$ cat config.mk
export PLATFORM = sky130hd
export DESIGN_NAME = min_jerk_trajectory_generator
export DESIGN_NICKNAME = d
export VERILOG_FILES = /design/src/design/mjt_pkg.sv /design/src/design/mjt_unit.sv /design/src/design/min_jerk_trajectory_generator.sv
export SDC_FILE = /design/constraint.sdc
export NUM_CORES = 2
export LEC_CHECK = 0
export CAP_MARGIN = 20
export CORE_MARGIN = 1
export CORE_UTILIZATION = 40
export CTS_CLUSTER_DIAMETER = 200
export DETAILED_ROUTE_END_ITERATION = 6
export DONT_BUFFER_PORTS = 1
export GPL_ROUTABILITY_DRIVEN = 0
export SYNTH_ARGS = -nofsm -noshare
export SYNTH_HDL_FRONTEND = slang
export SYNTH_SLANG_ARGS = --single-unit
$ cat constraint.sdc
create_clock -name clk -period 14.22 [get_ports clk]
set_clock_uncertainty 0.1 [all_clocks]
set_input_delay 0.711 -clock clk [delete_from_list [all_inputs] [get_ports clk]]
set_output_delay 0.711 -clock clk [all_outputs]
set_load 0.005 [all_outputs]
$ cat src/design/mjt_pkg.sv
// shared types, constants and helpers of the minimum-jerk trajectory generator
`default_nettype none

package mjt_pkg;

    localparam int JOINTS = 2;

    // iterations of the shared multiply / divide unit per operation
    localparam int UNIT_STEPS = 48;
    localparam logic [5:0] UNIT_LAST = 6'(UNIT_STEPS - 1);

    // 100 * 256, duration numerator scale
    localparam logic [47:0] NUM_SCALE = 48'd25600;
    // 1.0 in Q1.32 and 2^40 for the step division
    localparam logic [32:0] ONE_Q32 = 33'h1_0000_0000;
    localparam logic [47:0] STEP_NUM = 48'h0100_0000_0000;
    localparam logic [47:0] ONE_TICK = 48'd256;

    localparam logic [1:0] ST_OK        = 2'd0;
    localparam logic [1:0] ST_BAD_SPEED = 2'd1;
    localparam logic [1:0] ST_TOO_SHORT = 2'd2;

    localparam logic signed [31:0] S32_MAX = 32'sh7FFF_FFFF;
    localparam logic signed [31:0] S32_MIN = 32'sh8000_0000;

    typedef struct packed {
        logic start;
        logic div;
    } unit_ctl_t;

    typedef enum logic [4:0] {
        S_IDLE,
        S_DISPATCH,
        S_V_T2,
        S_V_U2,
        S_V_A,
        S_V_B,
        S_V_P,
        S_V_DIV,
        S_TF_DEN,
        S_TF_NUM,
        S_TF_DIV,
        S_SV,
        S_STEP_DIV,
        S_P_A,
        S_P_T2,
        S_P_T3,
        S_P_B,
        S_P_T4,
        S_P_C,
        S_P_T5,
        S_P_D,
        S_P_SUM,
        S_EMIT,
        S_DONE
    } state_t;

    function automatic logic signed [31:0] sat32(input logic signed [64:0] x);
        logic signed [31:0] r;
        if (x > 65'sh0_7FFF_FFFF)
            r = S32_MAX;
        else if (x < -65'sh0_8000_0000)
            r = S32_MIN;
        else
            r = x[31:0];
        return r;
    endfunction

endpackage

`default_nettype wire

$ cat src/design/mjt_unit.sv
// shared shift-add multiplier and restoring divider, one bit per cycle
`default_nettype none

module mjt_unit (
    input  wire logic                clk,
    input  wire logic                rst_n,
    input  wire mjt_pkg::unit_ctl_t  ctl,
    input  wire logic [63:0]         opa,
    input  wire logic [47:0]         opb,
    output logic                     done,
    output logic [111:0]             prod
);

    logic [111:0] p_reg, p_next;
    logic [63:0]  a_reg, a_next;
    logic [5:0]   cnt_reg, cnt_next;
    logic         busy_reg, busy_next;
    logic         div_reg, div_next;
    logic         done_reg, done_next;

    logic [64:0]  x;
    logic [64:0]  y;
    logic [64:0]  s;
    logic         ge;

    // one adder serves both: add multiplicand, or subtract divisor
    always_comb
    begin
        x  = div_reg ? {1'b0, p_reg[110:47]} : {1'b0, p_reg[111:48]};
        y  = div_reg ? ~{1'b0, a_reg} : (p_reg[0] ? {1'b0, a_reg} : 65'd0);
        s  = x + y + {64'd0, div_reg};
        ge = ~s[64];
    end

    always_comb
    begin
        p_next    = p_reg;
        a_next    = a_reg;
        cnt_next  = cnt_reg;
        busy_next = busy_reg;
        div_next  = div_reg;
        done_next = 1'b0;
        if (ctl.start)
        begin
            p_next    = {64'd0, opb};
            a_next    = opa;
            div_next  = ctl.div;
            cnt_next  = 6'd0;
            busy_next = 1'b1;
        end
        else if (busy_reg)
        begin
            if (div_reg)
                p_next = {(ge ? s[63:0] : p_reg[110:47]), p_reg[46:0], ge};
            else
                p_next = {s, p_reg[47:1]};
            cnt_next = cnt_reg + 6'd1;
            if (cnt_reg == mjt_pkg::UNIT_LAST)
            begin
                busy_next = 1'b0;
                done_next = 1'b1;
            end
        end
    end

    always_ff @(posedge clk or negedge rst_n)
    begin
        if (!rst_n)
        begin
            busy_reg <= 1'b0;
            done_reg <= 1'b0;
            cnt_reg  <= 6'd0;
            div_reg  <= 1'b0;
        end
        else
        begin
            busy_reg <= busy_next;
            done_reg <= done_next;
            cnt_reg  <= cnt_next;
            div_reg  <= div_next;
        end
    end

    always_ff @(posedge clk)
    begin
        p_reg <= p_next;
        a_reg <= a_next;
    end

    assign done = done_reg;
    assign prod = p_reg;

endmodule

`default_nettype wire

$ cat src/design/min_jerk_trajectory_generator.sv
// top level: per-joint minimum-jerk quintic trajectory sequencer
//
// input words (valid / stall) carry kind, joint, start_position,
// target_position and speed. kind 0 plans a new move of one joint, kind 1
// advances that joint by one control period. every input word gives exactly
// one output word (valid / stall) with position_delta and status.
// the control period in ms is written over cfg_valid / cfg_ready / cfg_data;
// cfg_ready is always high, and a write should only come while idle.
// all arithmetic runs through one shared 48-step multiply / divide unit: a
// tick takes eight unit operations when the polynomial is evaluated and none
// when the joint is ended or on its first or last tick; a start takes four
// unit operations from rest and up to eleven when the velocity of a running
// move is carried over.
// one word is worked on at a time; in_stall is high while it is in work.
// the finished word sits in an output register, so a new input word is
// taken while the previous result still waits for the receiver.
// if the receiver stalls, the sequencer holds in its last state until the
// output register frees up.
// reset (rst_n, asynchronous) clears all joint state to zero, not ended,
// and sets the control period to 1 ms.
`default_nettype none

module min_jerk_trajectory_generator (
    input  wire logic               clk,
    input  wire logic               rst_n,
    input  wire logic               cfg_valid,
    output logic                    cfg_ready,
    input  wire logic [14:0]        cfg_data,
    input  wire logic               in_valid,
    output logic                    in_stall,
    input  wire logic               kind,
    input  wire logic               joint,
    input  wire logic signed [31:0] start_position,
    input  wire logic signed [31:0] target_position,
    input  wire logic signed [15:0] speed,
    output logic                    out_valid,
    input  wire logic               out_stall,
    output logic signed [31:0]      position_delta,
    output logic [1:0]              status
);

    localparam int J = mjt_pkg::JOINTS;

    // control period register
    logic [14:0] period_reg;

    // per-joint state
    logic signed [31:0] origin_reg [J];
    logic signed [31:0] origin_next [J];
    logic signed [31:0] goal_reg [J];
    logic signed [31:0] goal_next [J];
    logic signed [31:0] v0_reg [J];
    logic signed [31:0] v0_next [J];
    logic signed [31:0] last_reg [J];
    logic signed [31:0] last_next [J];
    logic [47:0]        dur_reg [J];
    logic [47:0]        dur_next [J];
    logic [33:0]        step_reg [J];
    logic [33:0]        step_next [J];
    logic [33:0]        tau_reg [J];
    logic [33:0]        tau_next [J];
    logic               done_reg [J];
    logic               done_next [J];

    // the word in work
    mjt_pkg::state_t    state_reg, state_next;
    logic               issued_reg, issued_next;
    logic               kind_reg, kind_next;
    logic               joint_reg, joint_next;
    logic signed [31:0] spos_reg, spos_next;
    logic signed [31:0] tpos_reg, tpos_next;
    logic signed [15:0] spd_reg, spd_next;

    // working registers
    logic signed [32:0] d_reg, d_next;
    logic signed [31:0] v0w_reg, v0w_next;
    logic [31:0]        t_reg, t_next;
    logic [31:0]        tp_reg, tp_next;
    logic [32:0]        u2_reg, u2_next;
    logic signed [63:0] acc_reg, acc_next;
    logic signed [31:0] vel_reg, vel_next;
    logic [29:0]        den_reg, den_next;
    logic [47:0]        tf_reg, tf_next;
    logic signed [31:0] emit_reg, emit_next;
    logic signed [31:0] rdelta_reg, rdelta_next;
    logic [1:0]         rstatus_reg, rstatus_next;

    // output register
    logic               ovalid_reg, ovalid_next;
    logic signed [31:0] delta_reg, delta_next;
    logic [1:0]         status_reg, status_next;

    // shared unit
    mjt_pkg::unit_ctl_t ctl;
    logic               unit_start;
    logic               unit_div;
    logic [63:0]        opa;
    logic [47:0]        opb;
    logic               unit_done;
    logic [111:0]       prod;

    assign ctl = '{start: unit_start, div: unit_div};

    mjt_unit u_unit (
        .clk   (clk),
        .rst_n (rst_n),
        .ctl   (ctl),
        .opa   (opa),
        .opb   (opb),
        .done  (unit_done),
        .prod  (prod)
    );

    // current joint's values
    logic signed [31:0] org_c, goal_c, v0_c, last_c;
    logic [47:0]        dur_c;
    logic [33:0]        step_c, tau_c;
    logic               done_c;
    logic [34:0]        tau_sum;
    logic               tau_over;

    // coefficient operand of a scaled product, sign and magnitude
    logic signed [63:0] d64, v64, coef, term_s;
    logic               mq_neg;
    logic [63:0]        mq_mag, term;
    logic [32:0]        tsel;
    logic [32:0]        u;
    logic [14:0]        per;
    logic signed [32:0] span;
    logic [32:0]        span_mag;
    logic [31:0]        vel_mag;
    logic signed [64:0] qs;
    logic [30:0]        r31;
    logic signed [31:0] sv_val;
    logic               sv_fin;
    logic [33:0]        st_q;

    assign org_c    = origin_reg[joint_reg];
    assign goal_c   = goal_reg[joint_reg];
    assign v0_c     = v0_reg[joint_reg];
    assign last_c   = last_reg[joint_reg];
    assign dur_c    = dur_reg[joint_reg];
    assign step_c   = step_reg[joint_reg];
    assign tau_c    = tau_reg[joint_reg];
    assign done_c   = done_reg[joint_reg];
    assign tau_sum  = {1'b0, tau_c} + {1'b0, step_c};
    assign tau_over = |tau_sum[34:32];

    assign d64      = {{31{d_reg[32]}}, d_reg};
    assign v64      = {{32{v0w_reg[31]}}, v0w_reg};
    assign u        = mjt_pkg::ONE_Q32 - {1'b0, t_reg};
    assign per      = (period_reg == 15'd0) ? 15'd1 : period_reg;
    assign span     = {tpos_reg[31], tpos_reg} - {spos_reg[31], spos_reg};
    assign span_mag = span[32] ? 33'(-span) : span;
    assign vel_mag  = vel_reg[31] ? 32'(-vel_reg) : vel_reg;
    assign r31      = prod[38:8];
    assign st_q     = prod[33:0];

    // coefficient and time power of the scaled product in this state
    always_comb
    begin
        case (state_reg)
            mjt_pkg::S_V_A: coef = v64 <<< 1;
            mjt_pkg::S_V_B: coef = 64'sd30 * d64 - 64'sd15 * v64;
            mjt_pkg::S_V_P: coef = acc_reg;
            mjt_pkg::S_P_A: coef = v64;
            mjt_pkg::S_P_B: coef = 64'sd10 * d64 - 64'sd6 * v64;
            mjt_pkg::S_P_C: coef = 64'sd8 * v64 - 64'sd15 * d64;
            mjt_pkg::S_P_D: coef = 64'sd6 * d64 - 64'sd3 * v64;
            default:        coef = 64'sd0;
        endcase
        case (state_reg)
            mjt_pkg::S_V_A, mjt_pkg::S_P_A: tsel = {1'b0, t_reg};
            mjt_pkg::S_V_P:                  tsel = u2_reg;
            default:                         tsel = {1'b0, tp_reg};
        endcase
        mq_neg = coef[63];
        mq_mag = mq_neg ? 64'(-coef) : coef;
        term   = prod[95:32];
        term_s = mq_neg ? -$signed(term) : $signed(term);
    end

    // operands of the shared unit
    always_comb
    begin
        unit_div = 1'b0;
        case (state_reg)
            mjt_pkg::S_V_T2, mjt_pkg::S_P_T2:
            begin
                opa = {32'd0, t_reg};
                opb = {16'd0, t_reg};
            end
            mjt_pkg::S_P_T3, mjt_pkg::S_P_T4, mjt_pkg::S_P_T5:
            begin
                opa = {32'd0, tp_reg};
                opb = {16'd0, t_reg};
            end
            mjt_pkg::S_V_U2:
            begin
                opa = {31'd0, u};
                opb = {15'd0, u};
            end
            mjt_pkg::S_V_DIV:
            begin
                unit_div = 1'b1;
                opa = {16'd0, dur_c};
                opb = {tf_reg[39:0], 8'd0};
            end
            mjt_pkg::S_TF_DEN:
            begin
                opa = {49'd0, per};
                opb = {33'd0, spd_reg[14:0]};
            end
            mjt_pkg::S_TF_NUM:
            begin
                opa = {31'd0, span_mag};
                opb = mjt_pkg::NUM_SCALE;
            end
            mjt_pkg::S_TF_DIV:
            begin
                unit_div = 1'b1;
                opa = {34'd0, den_reg};
                opb = tf_reg;
            end
            mjt_pkg::S_SV:
            begin
                opa = {32'd0, vel_mag};
                opb = tf_reg;
            end
            mjt_pkg::S_STEP_DIV:
            begin
                unit_div = 1'b1;
                opa = {16'd0, tf_reg};
                opb = mjt_pkg::STEP_NUM;
            end
            default:
            begin
                opa = mq_mag;
                opb = {15'd0, tsel};
            end
        endcase
    end

    // sequencer
    always_comb
    begin
        state_next   = state_reg;
        issued_next  = issued_reg;
        kind_next    = kind_reg;
        joint_next   = joint_reg;
        spos_next    = spos_reg;
        tpos_next    = tpos_reg;
        spd_next     = spd_reg;
        d_next       = d_reg;
        v0w_next     = v0w_reg;
        t_next       = t_reg;
        tp_next      = tp_reg;
        u2_next      = u2_reg;
        acc_next     = acc_reg;
        vel_next     = vel_reg;
        den_next     = den_reg;
        tf_next      = tf_reg;
        emit_next    = emit_reg;
        rdelta_next  = rdelta_reg;
        rstatus_next = rstatus_reg;
        delta_next   = delta_reg;
        status_next  = status_reg;
        ovalid_next  = ovalid_reg && out_stall;
        unit_start   = 1'b0;
        qs           = 65'sd0;
        sv_val       = 32'sd0;
        sv_fin       = 1'b0;
        for (int i = 0; i < J; i++)
        begin
            origin_next[i] = origin_reg[i];
            goal_next[i]   = goal_reg[i];
            v0_next[i]     = v0_reg[i];
            last_next[i]   = last_reg[i];
            dur_next[i]    = dur_reg[i];
            step_next[i]   = step_reg[i];
            tau_next[i]    = tau_reg[i];
            done_next[i]   = done_reg[i];
        end

        case (state_reg)
            mjt_pkg::S_IDLE:
            begin
                if (in_valid)
                begin
                    kind_next  = kind;
                    joint_next = joint;
                    spos_next  = start_position;
                    tpos_next  = target_position;
                    spd_next   = speed;
                    state_next = mjt_pkg::S_DISPATCH;
                end
            end

            mjt_pkg::S_DISPATCH:
            begin
                rdelta_next  = 32'sd0;
                rstatus_next = mjt_pkg::ST_OK;
                d_next       = {goal_c[31], goal_c} - {org_c[31], org_c};
                v0w_next     = v0_c;
                t_next       = tau_c[31:0];
                acc_next     = 64'sd0;
                vel_next     = 32'sd0;
                issued_next  = 1'b0;
                if (int'(joint_reg) >= J)
                    state_next = mjt_pkg::S_DONE;
                else if (!kind_reg)
                begin
                    if (spd_reg[15] || spd_reg == 16'sd0)
                    begin
                        rstatus_next = mjt_pkg::ST_BAD_SPEED;
                        state_next   = mjt_pkg::S_DONE;
                    end
                    else if (done_c || tau_c == 34'd0 || tau_over)
                        state_next = mjt_pkg::S_TF_DEN;
                    else
                    begin
                        // inner term starts at v0
                        acc_next   = {{32{v0_c[31]}}, v0_c};
                        state_next = mjt_pkg::S_V_T2;
                    end
                end
                else if (done_c)
                begin
                    emit_next  = goal_c;
                    state_next = mjt_pkg::S_EMIT;
                end
                else if (tau_c == 34'd0)
                begin
                    tau_next[joint_reg] = tau_sum[33:0];
                    emit_next  = org_c;
                    state_next = mjt_pkg::S_EMIT;
                end
                else if (!tau_over)
                begin
                    tau_next[joint_reg] = tau_sum[33:0];
                    state_next = mjt_pkg::S_P_A;
                end
                else
                begin
                    // end of the move: no setpoint change this tick
                    done_next[joint_reg] = 1'b1;
                    state_next = mjt_pkg::S_DONE;
                end
            end

            // powers of tau, tau squared shared by velocity and polynomial
            mjt_pkg::S_V_T2, mjt_pkg::S_P_T2, mjt_pkg::S_P_T3, mjt_pkg::S_P_T4,
            mjt_pkg::S_P_T5:
            begin
                if (!issued_reg)
                begin
                    unit_start  = 1'b1;
                    issued_next = 1'b1;
                end
                else if (unit_done)
                begin
                    issued_next = 1'b0;
                    tp_next     = prod[63:32];
                    case (state_reg)
                        mjt_pkg::S_V_T2: state_next = mjt_pkg::S_V_U2;
                        mjt_pkg::S_P_T2: state_next = mjt_pkg::S_P_T3;
                        mjt_pkg::S_P_T3: state_next = mjt_pkg::S_P_B;
                        mjt_pkg::S_P_T4: state_next = mjt_pkg::S_P_C;
                        default:         state_next = mjt_pkg::S_P_D;
                    endcase
                end
            end

            mjt_pkg::S_V_U2:
            begin
                if (!issued_reg)
                begin
                    unit_start  = 1'b1;
                    issued_next = 1'b1;
                end
                else if (unit_done)
                begin
                    issued_next = 1'b0;
                    u2_next     = prod[64:32];
                    state_next  = mjt_pkg::S_V_A;
                end
            end

            // scaled products accumulated into the running sum
            mjt_pkg::S_V_A, mjt_pkg::S_V_B, mjt_pkg::S_P_A, mjt_pkg::S_P_B,
            mjt_pkg::S_P_C, mjt_pkg::S_P_D:
            begin
                if (!issued_reg)
                begin
                    unit_start  = 1'b1;
                    issued_next = 1'b1;
                end
                else if (unit_done)
                begin
                    issued_next = 1'b0;
                    acc_next    = acc_reg + term_s;
                    case (state_reg)
                        mjt_pkg::S_V_A: state_next = mjt_pkg::S_V_B;
                        mjt_pkg::S_V_B: state_next = mjt_pkg::S_V_P;
                        mjt_pkg::S_P_A: state_next = mjt_pkg::S_P_T2;
                        mjt_pkg::S_P_B: state_next = mjt_pkg::S_P_T4;
                        mjt_pkg::S_P_C: state_next = mjt_pkg::S_P_T5;
                        default:        state_next = mjt_pkg::S_P_SUM;
                    endcase
                end
            end

            // inner times (1 - tau)^2, magnitude kept, sign stays in acc
            mjt_pkg::S_V_P:
            begin
                if (!issued_reg)
                begin
                    unit_start  = 1'b1;
                    issued_next = 1'b1;
                end
                else if (unit_done)
                begin
                    issued_next = 1'b0;
                    tf_next     = prod[79:32];
                    state_next  = mjt_pkg::S_V_DIV;
                end
            end

            mjt_pkg::S_V_DIV:
            begin
                if (!issued_reg)
                begin
                    if (dur_c == 48'd0)
                    begin
                        vel_next   = 32'sd0;
                        state_next = mjt_pkg::S_TF_DEN;
                    end
                    else
                    begin
                        unit_start  = 1'b1;
                        issued_next = 1'b1;
                    end
                end
                else if (unit_done)
                begin
                    issued_next = 1'b0;
                    qs = acc_reg[63] ? -$signed({17'd0, prod[47:0]})
                                     : $signed({17'd0, prod[47:0]});
                    vel_next   = mjt_pkg::sat32(qs);
                    state_next = mjt_pkg::S_TF_DEN;
                end
            end

            mjt_pkg::S_TF_DEN:
            begin
                if (!issued_reg)
                begin
                    unit_start  = 1'b1;
                    issued_next = 1'b1;
                end
                else if (unit_done)
                begin
                    issued_next = 1'b0;
                    den_next    = prod[29:0];
                    state_next  = mjt_pkg::S_TF_NUM;
                end
            end

            mjt_pkg::S_TF_NUM:
            begin
                if (!issued_reg)
                begin
                    unit_start  = 1'b1;
                    issued_next = 1'b1;
                end
                else if (unit_done)
                begin
                    issued_next = 1'b0;
                    tf_next     = prod[47:0];
                    state_next  = mjt_pkg::S_TF_DIV;
                end
            end

            mjt_pkg::S_TF_DIV:
            begin
                if (!issued_reg)
                begin
                    unit_start  = 1'b1;
                    issued_next = 1'b1;
                end
                else if (unit_done)
                begin
                    issued_next = 1'b0;
                    tf_next     = prod[47:0];
                    state_next  = mjt_pkg::S_SV;
                end
            end

            // carried velocity rescaled to the new duration, then plan stored
            mjt_pkg::S_SV:
            begin
                if (!issued_reg)
                begin
                    if (vel_reg == 32'sd0)
                    begin
                        sv_val = 32'sd0;
                        sv_fin = 1'b1;
                    end
                    else
                    begin
                        unit_start  = 1'b1;
                        issued_next = 1'b1;
                    end
                end
                else if (unit_done)
                begin
                    issued_next = 1'b0;
                    sv_fin      = 1'b1;
                    if (|prod[111:39])
                        sv_val = vel_reg[31] ? mjt_pkg::S32_MIN : mjt_pkg::S32_MAX;
                    else
                        sv_val = vel_reg[31] ? -$signed({1'b0, r31}) : $signed({1'b0, r31});
                end
                if (sv_fin)
                begin
                    origin_next[joint_reg] = spos_reg;
                    last_next[joint_reg]   = spos_reg;
                    goal_next[joint_reg]   = tpos_reg;
                    dur_next[joint_reg]    = tf_reg;
                    v0_next[joint_reg]     = sv_val;
                    if (tf_reg < mjt_pkg::ONE_TICK)
                    begin
                        done_next[joint_reg] = 1'b1;
                        rstatus_next = mjt_pkg::ST_TOO_SHORT;
                        state_next   = mjt_pkg::S_DONE;
                    end
                    else
                        state_next = mjt_pkg::S_STEP_DIV;
                end
            end

            mjt_pkg::S_STEP_DIV:
            begin
                if (!issued_reg)
                begin
                    unit_start  = 1'b1;
                    issued_next = 1'b1;
                end
                else if (unit_done)
                begin
                    issued_next = 1'b0;
                    step_next[joint_reg] = (st_q == 34'd0) ? 34'd1 : st_q;
                    tau_next[joint_reg]  = 34'd0;
                    done_next[joint_reg] = 1'b0;
                    state_next = mjt_pkg::S_DONE;
                end
            end

            mjt_pkg::S_P_SUM:
            begin
                emit_next  = mjt_pkg::sat32({{33{org_c[31]}}, org_c} + {acc_reg[63], acc_reg});
                state_next = mjt_pkg::S_EMIT;
            end

            mjt_pkg::S_EMIT:
            begin
                rdelta_next = mjt_pkg::sat32({{33{emit_reg[31]}}, emit_reg}
                                            - {{33{last_c[31]}}, last_c});
                last_next[joint_reg] = emit_reg;
                state_next = mjt_pkg::S_DONE;
            end

            mjt_pkg::S_DONE:
            begin
                if (!ovalid_reg || !out_stall)
                begin
                    ovalid_next = 1'b1;
                    delta_next  = rdelta_reg;
                    status_next = rstatus_reg;
                    state_next  = mjt_pkg::S_IDLE;
                end
            end

            default:
            begin
                state_next = mjt_pkg::S_IDLE;
            end
        endcase
    end

    always_ff @(posedge clk or negedge rst_n)
    begin
        if (!rst_n)
        begin
            state_reg  <= mjt_pkg::S_IDLE;
            issued_reg <= 1'b0;
            ovalid_reg <= 1'b0;
            period_reg <= 15'd1;
            for (int i = 0; i < J; i++)
            begin
                origin_reg[i] <= 32'sd0;
                goal_reg[i]   <= 32'sd0;
                v0_reg[i]     <= 32'sd0;
                last_reg[i]   <= 32'sd0;
                dur_reg[i]    <= 48'd0;
                step_reg[i]   <= 34'd0;
                tau_reg[i]    <= 34'd0;
                done_reg[i]   <= 1'b0;
            end
        end
        else
        begin
            state_reg  <= state_next;
            issued_reg <= issued_next;
            ovalid_reg <= ovalid_next;
            if (cfg_valid)
                period_reg <= cfg_data;
            for (int i = 0; i < J; i++)
            begin
                origin_reg[i] <= origin_next[i];
                goal_reg[i]   <= goal_next[i];
                v0_reg[i]     <= v0_next[i];
                last_reg[i]   <= last_next[i];
                dur_reg[i]    <= dur_next[i];
                step_reg[i]   <= step_next[i];
                tau_reg[i]    <= tau_next[i];
                done_reg[i]   <= done_next[i];
            end
        end
    end

    // payload and working registers
    always_ff @(posedge clk)
    begin
        kind_reg    <= kind_next;
        joint_reg   <= joint_next;
        spos_reg    <= spos_next;
        tpos_reg    <= tpos_next;
        spd_reg     <= spd_next;
        d_reg       <= d_next;
        v0w_reg     <= v0w_next;
        t_reg       <= t_next;
        tp_reg      <= tp_next;
        u2_reg      <= u2_next;
        acc_reg     <= acc_next;
        vel_reg     <= vel_next;
        den_reg     <= den_next;
        tf_reg      <= tf_next;
        emit_reg    <= emit_next;
        rdelta_reg  <= rdelta_next;
        rstatus_reg <= rstatus_next;
        delta_reg   <= delta_next;
        status_reg  <= status_next;
    end

    // a new word is taken whenever the sequencer is idle
    assign in_stall       = (state_reg != mjt_pkg::S_IDLE);
    assign cfg_ready      = 1'b1;
    assign out_valid      = ovalid_reg;
    assign position_delta = delta_reg;
    assign status         = status_reg;

endmodule

`default_nettype wire
## Yosys cells after proc, flatten, opt, wreduce, memory -nomap -nowiden

Index checks and enable logic that the tools add are counted.

- Logic and storage cells: 369
- Output and inout bits: 37
- Bits in registers: 1215

- $lt $le $gt $ge: 9
- Add/subtract/negate cells: 20
- $mul: 7
- Reductions and logical operators: 54
- Equal/unequal tests: 54
- Muxes and demuxes: 171
- Bitwise operators: 8

Operators with widths:

| operator | number |
|---|---|
| 2-to-1 mux 32 bit | 32 |
| 2-to-1 mux 64 bit | 11 |
| one-hot mux 64 bit (9 select lines) | 1 |
| 2-to-1 mux 48 bit | 10 |
| one-hot mux 64 bit (7 select lines) | 1 |
| 2-to-1 mux 68 bit | 6 |
| one-hot mux 48 bit (7 select lines) | 1 |
| bitwise mux 64 bit | 5 |
| 2-to-1 mux 34 bit | 8 |
| one-hot mux 64 bit (2 select lines) | 2 |
| one-hot mux 32 bit (2 select lines) | 3 |
| 2-to-1 mux 5 bit | 28 |
| bitwise mux 68 bit | 2 |
| one-hot mux 68 bit (2 select lines) | 1 |
| greater-than comparator 65 x 32 -> 1 bit, second input constant | 2 |
| < comparator 65 x 32 -> 1 bit, second input constant | 2 |
| 2-to-1 mux 65 bit | 2 |
| negator 64 bit | 2 |
| 2-to-1 mux 112 bit | 1 |
| subtractor 32 x 32 -> 33 bit | 3 |
| bitwise mux 96 bit | 1 |
| one-hot mux 48 bit (2 select lines) | 1 |
| multiplier 5 x 33 -> 38 bit, first input constant | 2 |
| one-hot mux 5 bit (15 select lines) | 1 |
| 84 further kinds | 195 |

## Longest topological paths before layout

- Word-level depth: 11
- Depth in mapped cells: 56

## By module

A second synthesis with hierarchy kept.

- Cells, all modules: 11776
- Area total of the unflattened synthesis: 104966.9 sq um

By module, submodules not included:

| module | cells each | sequential area each (sq um) | times used | area an instance (sq um) |
|---|---|---|---|---|
| min_jerk_trajectory_generator | 10173 | 28368.5 | 1 | 91522.8 |
| mjt_unit | 1603 | 4869.7 | 1 | 13444.1 |

## Least setup slack after synthesis

OpenSTA, ideal clock, no wires.

- Path kind: flip-flop to flip-flop
- From: register d_reg[8]
- To: register acc_reg[63], data pin
- Setup slack: 2.205 ns
- Arrival time: 11.658 ns
- Cell stages (with the launch flop): 56
- Library setup time: 0.257 ns
- Period minus slack after synthesis: 12.015 ns
- Cell sequence: edfxtp_1 inv_1 ha_1 fa_1 inv_1 fa_1 inv_1 ha_1 a21o_1 a21o_1 a21o_1 a31oi_1 o31ai_1 a221o_1 a211oi_1 nor3_1 a221o_1 o211a_1 [20 not listed] xor2_1 ha_1 clkbuf_1 nand4_1 a211oi_1 a211o_1 o31ai_1 o31a_1 o21ai_0 a41oi_1 o211ai_1 a31oi_1 or3b_2 o21ai_0 nand2_1 a31oi_1 xnor2_1 o2bb2ai_1

- Word-level cells in the longest chain between the ends: 8
- Elaborated cells on any way between the ends: 14
- Those cells by class: add/sub (5); mul (4); mux (5)

Ends and longest elaborated chain:

| item | RTL line | source |
|---|---|---|
| start: declaration | min_jerk_trajectory_generator.sv:75 | `logic signed [32:0] d_reg, d_next;` |
| start signal: assignment | min_jerk_trajectory_generator.sv:640 | `d_reg <= d_next;` |
| multiplier 5 x 33 -> 38 bit, or another cell as far along | min_jerk_trajectory_generator.sv:164, min_jerk_trajectory_generator.sv:168 |  |
| subtractor 39 x 37 -> 40 bit, or another cell as far along | min_jerk_trajectory_generator.sv:164 | `mjt_pkg::S_V_B: coef = 64'sd30 * d64 - 64'sd15 * v64;` |
| one-hot mux 64 bit (7 select lines) (*) | min_jerk_trajectory_generator.sv:162 | `case (state_reg)` |
| 2-to-1 mux 64 bit (*) | min_jerk_trajectory_generator.sv:180 | `term_s = mq_neg ? -$signed(term) : $signed(term);` |
| adder 64 bit (*) | min_jerk_trajectory_generator.sv:401 | `acc_next = acc_reg + term_s;` |
| 2-to-1 mux 64 bit (*) | min_jerk_trajectory_generator.sv:398 | `else if (unit_done)` |
| 2-to-1 mux 64 bit (*) | min_jerk_trajectory_generator.sv:393 | `if (!issued_reg)` |
| one-hot mux 64 bit (2 select lines) (*) | min_jerk_trajectory_generator.sv:285 | `case (state_reg)` |
| named net acc_next[63] | min_jerk_trajectory_generator.sv:80 | `logic signed [63:0] acc_reg, acc_next;` |
| end signal: assignment | min_jerk_trajectory_generator.sv:645 | `acc_reg <= acc_next;` |
| end: declaration | min_jerk_trajectory_generator.sv:80 |  |

Mark *: on every way through the listed nets, which the timed path passes. The rest lies on a longest branch. The select of a mux whose other input is x is not followed.
A chain may end at the register's enable or synchronous reset.

## Final worst setup path

Ends and elaborated chain as after synthesis.

==> summary.txt <==
========================================================================================================
Startpoint-to-endpoint class of the critical path                                                reg2reg
Vias per Instance                                                                                   6.17
Aggregate global routing overflow                                                                      0
Synthesized instance count                                                                         11300
Largest voltage drop on the vdd net                                                            0.0923 mV
CTS Root Buffer Type                                                                           clkbuf_16
Share of synthesized area occupied by flip-flops and latches                                       32.2%
Ratio of final minimum period to clock period                                                      94.6%
Hold Worst Slack                                                                                  147 ps
Clock buffer depth                                                                                     4
Most used standard cell by instance count after synthesis                                        nand2_1
Die area                                                                                      260000 µm²
Launching point of the worst reg2reg path                                                       d_reg[8]
Number of I/O pins                                                                                   139
Drt first-iter violations                                                                          11200
Slew Limit Headroom                                                                                16.2%
Classification of the worst-slack hold path                                                       in2reg
Core ar.                                                                                      257000 µm²
# port buffers                                                                                         0
Critical path startpoint                                                                        d_reg[8]
Number of fill cells                                                                               24300
Site row count                                                                                       186
CTS buffer count                                                                                     149
Data required time at the worst endpoint                                                        14660 ps
Cell Area, Synth                                                                              103000 µm²
Failing checks                                                                                       DRC
Count of nets left with antenna violations after detail routing                                        0
Seq. cell area                                                                                 33200 µm²
Multi-input gate area                                                                          65200 µm²
Area share of the largest cell type after synthesis                                                18.3%
Depth of the critical timing path with buffers and inverters included                                 51
Post-layout worst setup margin                                                                    771 ps
Worst setup slack before clock tree synthesis                                                     661 ps
Pin count of the biggest net entering global routing                                                 522
Overall routing resource usage                                                                     29.1%
# H-tree levels                                                                                        4
Horiz. Die Dim                                                                                    510 µm
Final HPWL DP                                                                                     292 mm
Area contributors post-synth                                                                edfxtp_1 18%, dfrtp_1 13%, ha_1 10%, fa_1 5.5%, mux2_2 4.9%
Master of the slowest instance on the critical path                                             edfxtp_1
Initial cell density of the core                                                                   40.2%
Latest clock arrival within the worst-skew pair                                                   880 ps
Total number of vias                                                                               90500
Power Density                                                                                66.9 nW/µm²
Standby leakage power                                                                            52.5 nW
Mean cell area of the mapped netlist                                                            9.14 µm²
Period minus WS final                                                                           13450 ps
Most numerous cell types in the synthesized netlist                                         1313 x nand2_1, 856 x ha_1, 844 x o21ai_0
Fraction of final layout cells with drive strength greater than 1                                  9.20%
Synthesis-stage register bit count                                                                  1215
Final setup violating endpoints                                                                        0
Critical Path Max Stage Delay                                                                     520 ps
Number of enable-type register cells in the synthesized netlist                                      630
Async set-reset flop share out of synthesis                                                        42.9%
Number of global-route vias before repair                                                          86600
Clock tree from TritonCTS                                                                          built
Final routed DRC violation total                                                                      25
Max reg flops                                                                                        112
Total wire length after detailed routing                                                          387 mm
Buffers & Inverters on Critical Path                                                                   3
Max Transition Viols Final                                                                             0
Placed cells                                                                                       14200
Post-CTS clock slew at the launch and capture registers of the worst setup and hold paths          60 ps
Wire length of the first global-routing pass                                                      569 mm
Depth of the worst register-to-register path                                                          51
Synth-to-Final Area Change                                                                         9.51%
Non-filler instance count after layout                                                             14700
Number of detailed-routing iterations run before antenna repair                                        7
Initial antenna violation count                                                                       29
Critical-path maximum fanout                                                                          16
Count of distinct cell types in the synthesized netlist                                              117
Capturing point of the worst reg2reg path                                                    acc_reg[63]
Final count of hold timing violations                                                                  0
# clock sinks                                                                                       1215
Maxcap violations                                                                                      0
Final nets                                                                                         12400
Total of warnings raised by yosys                                                                      0
Post-synthesis cell type with the largest combined area                                         edfxtp_1
Setup TNS                                                                                           0 ps
Critical path launch point type                                                                flip-flop
Synth Flop Type                                                                                 edfxtp_1
Setup slack of the worst register-to-register path                                                770 ps
CP endpoint kind                                                                               flip-flop
Critical path capture point                                                                  acc_reg[63]
Arrival time at the worst endpoint                                                              13890 ps
Worst Max-Slew Pin Slew                                                                          1260 ps
Number of nets produced by synthesis                                                               12500
Top achievable clock speed                                                                      74.4 MHz
Crit path top cell by count                                                                       a21o_1
Wire length per cell                                                                             26.4 µm
Y dimension of the die                                                                            510 µm
Result of the run                                                                           finished with violations
Cell class contributing the biggest share of worst-path delay                               compound AO/OA/AOI/OAI gates
RSZ-0062 raised after global routing                                                                  no
========================================================================================================
## cells by family (layout without fill, tap and decap cells)
logic type | Yosys count | after routing | share of synthesized area [%]
AOI/OAI and AO/OA | 3049 | 3049 | 19.2
xor gates and xnor gates | 734 | 734 | 6.23
adders and majority gates | 1139 | 1139 | 15.9
buffers and inverters | 1322 | 1307 | 4.85
DFF | 1215 | 1215 | 32.2
muxes | 728 | 728 | 7.61
other | 1 | 18 | 0.00364
and+or+nand+nor | 3091 | 3091 | 14.0
## worst min-delay path by stage
| stage | cells past startpoint | from | to | slack (ps) |
|---|---|---|---|---|
| final | 2 | out_stall | out_valid | 150 |
| after CTS | 2 | out_stall | out_valid | 100 |
| after floorplan | 0 | rdelta_reg[0] | position_delta[0] | 300 |
| after global routing | 2 | out_stall | out_valid | 100 |
| after global placement | 0 | rdelta_reg[29] | position_delta[29] | 310 |
| after detailed placement | 0 | rdelta_reg[5] | position_delta[5] | 300 |
## final cells by class
| cell class | instances | area share, % |
|---|---|---|
| antenna | 17 | 0.0377 |
| clock buffer | 194 | 3.66 |
| clock inverter | 69 | 0.518 |
| inverter | 745 | 2.48 |
| multi-input combinational | 8742 | 57.8 |
| sequential | 1215 | 29.4 |
| tap | 3384 | 3.75 |
| timing repair buffer | 299 | 2.35 |
## what timing repair did
action | in CTS | in global routing
endpoints found under the hold margin | 618 | 25
setup endpoints to repair | 0 | 5
resized for setup | 0 | 4
hold buffers | 113 | 1
setup buffers | 0 | 16
## routing by layer
metal / global-route usage, % / wire [µm]
met3: 6.87 / 41400
met2: 42.8 / 161000
met5: 0 / 149
met4: 17.6 / 27800
met1: 38.5 / 156000
## worst reg2reg max path: cells and delay by family, from the launching register on
family / cells / cell delay [ps]
compound gates: 28 / 6640
fa+ha+maj: 7 / 2960
simple gates: 9 / 1920
xor+xnor: 4 / 770
flops: 1 / 520
buf+inv: 3 / 270
## placed cells by master, fill, tap and decap left out, types with 283 or more instances in the layout
master / n
a21o_1: 344
a21oi_1: 706
dfrtp_1: 519
edfxtp_1: 630
fa_1: 283
ha_1: 855
inv_1: 740
mux2_2: 448
nand2_1: 1310
nor2_1: 583
o21ai_0: 841
xnor2_1: 430
xor2_1: 304
## report_power, final
group	switching (mW)	leakage, nW	internal, mW
combinational	0.0381	37.4	0.0303
clock	1.65	2.32	2.15
sequential	0.00651	12.8	3.68
## stage by stage
step | utilization [%] | power (mW) | cell area, µm²
2_1_floorplan | - | 3.76 | 103000
3_3_place_gp | 41.6 | 3.76 | 107000
3_5_place_dp | 41.6 | 3.76 | 107000
4_1_cts | 43.9 | 7.60 | 113000
5_1_grt | 44.0 | 7.74 | 113000
6_report | 44.0 | 7.56 | 113000
No activity file was read; power rests on OpenSTA's default activity.
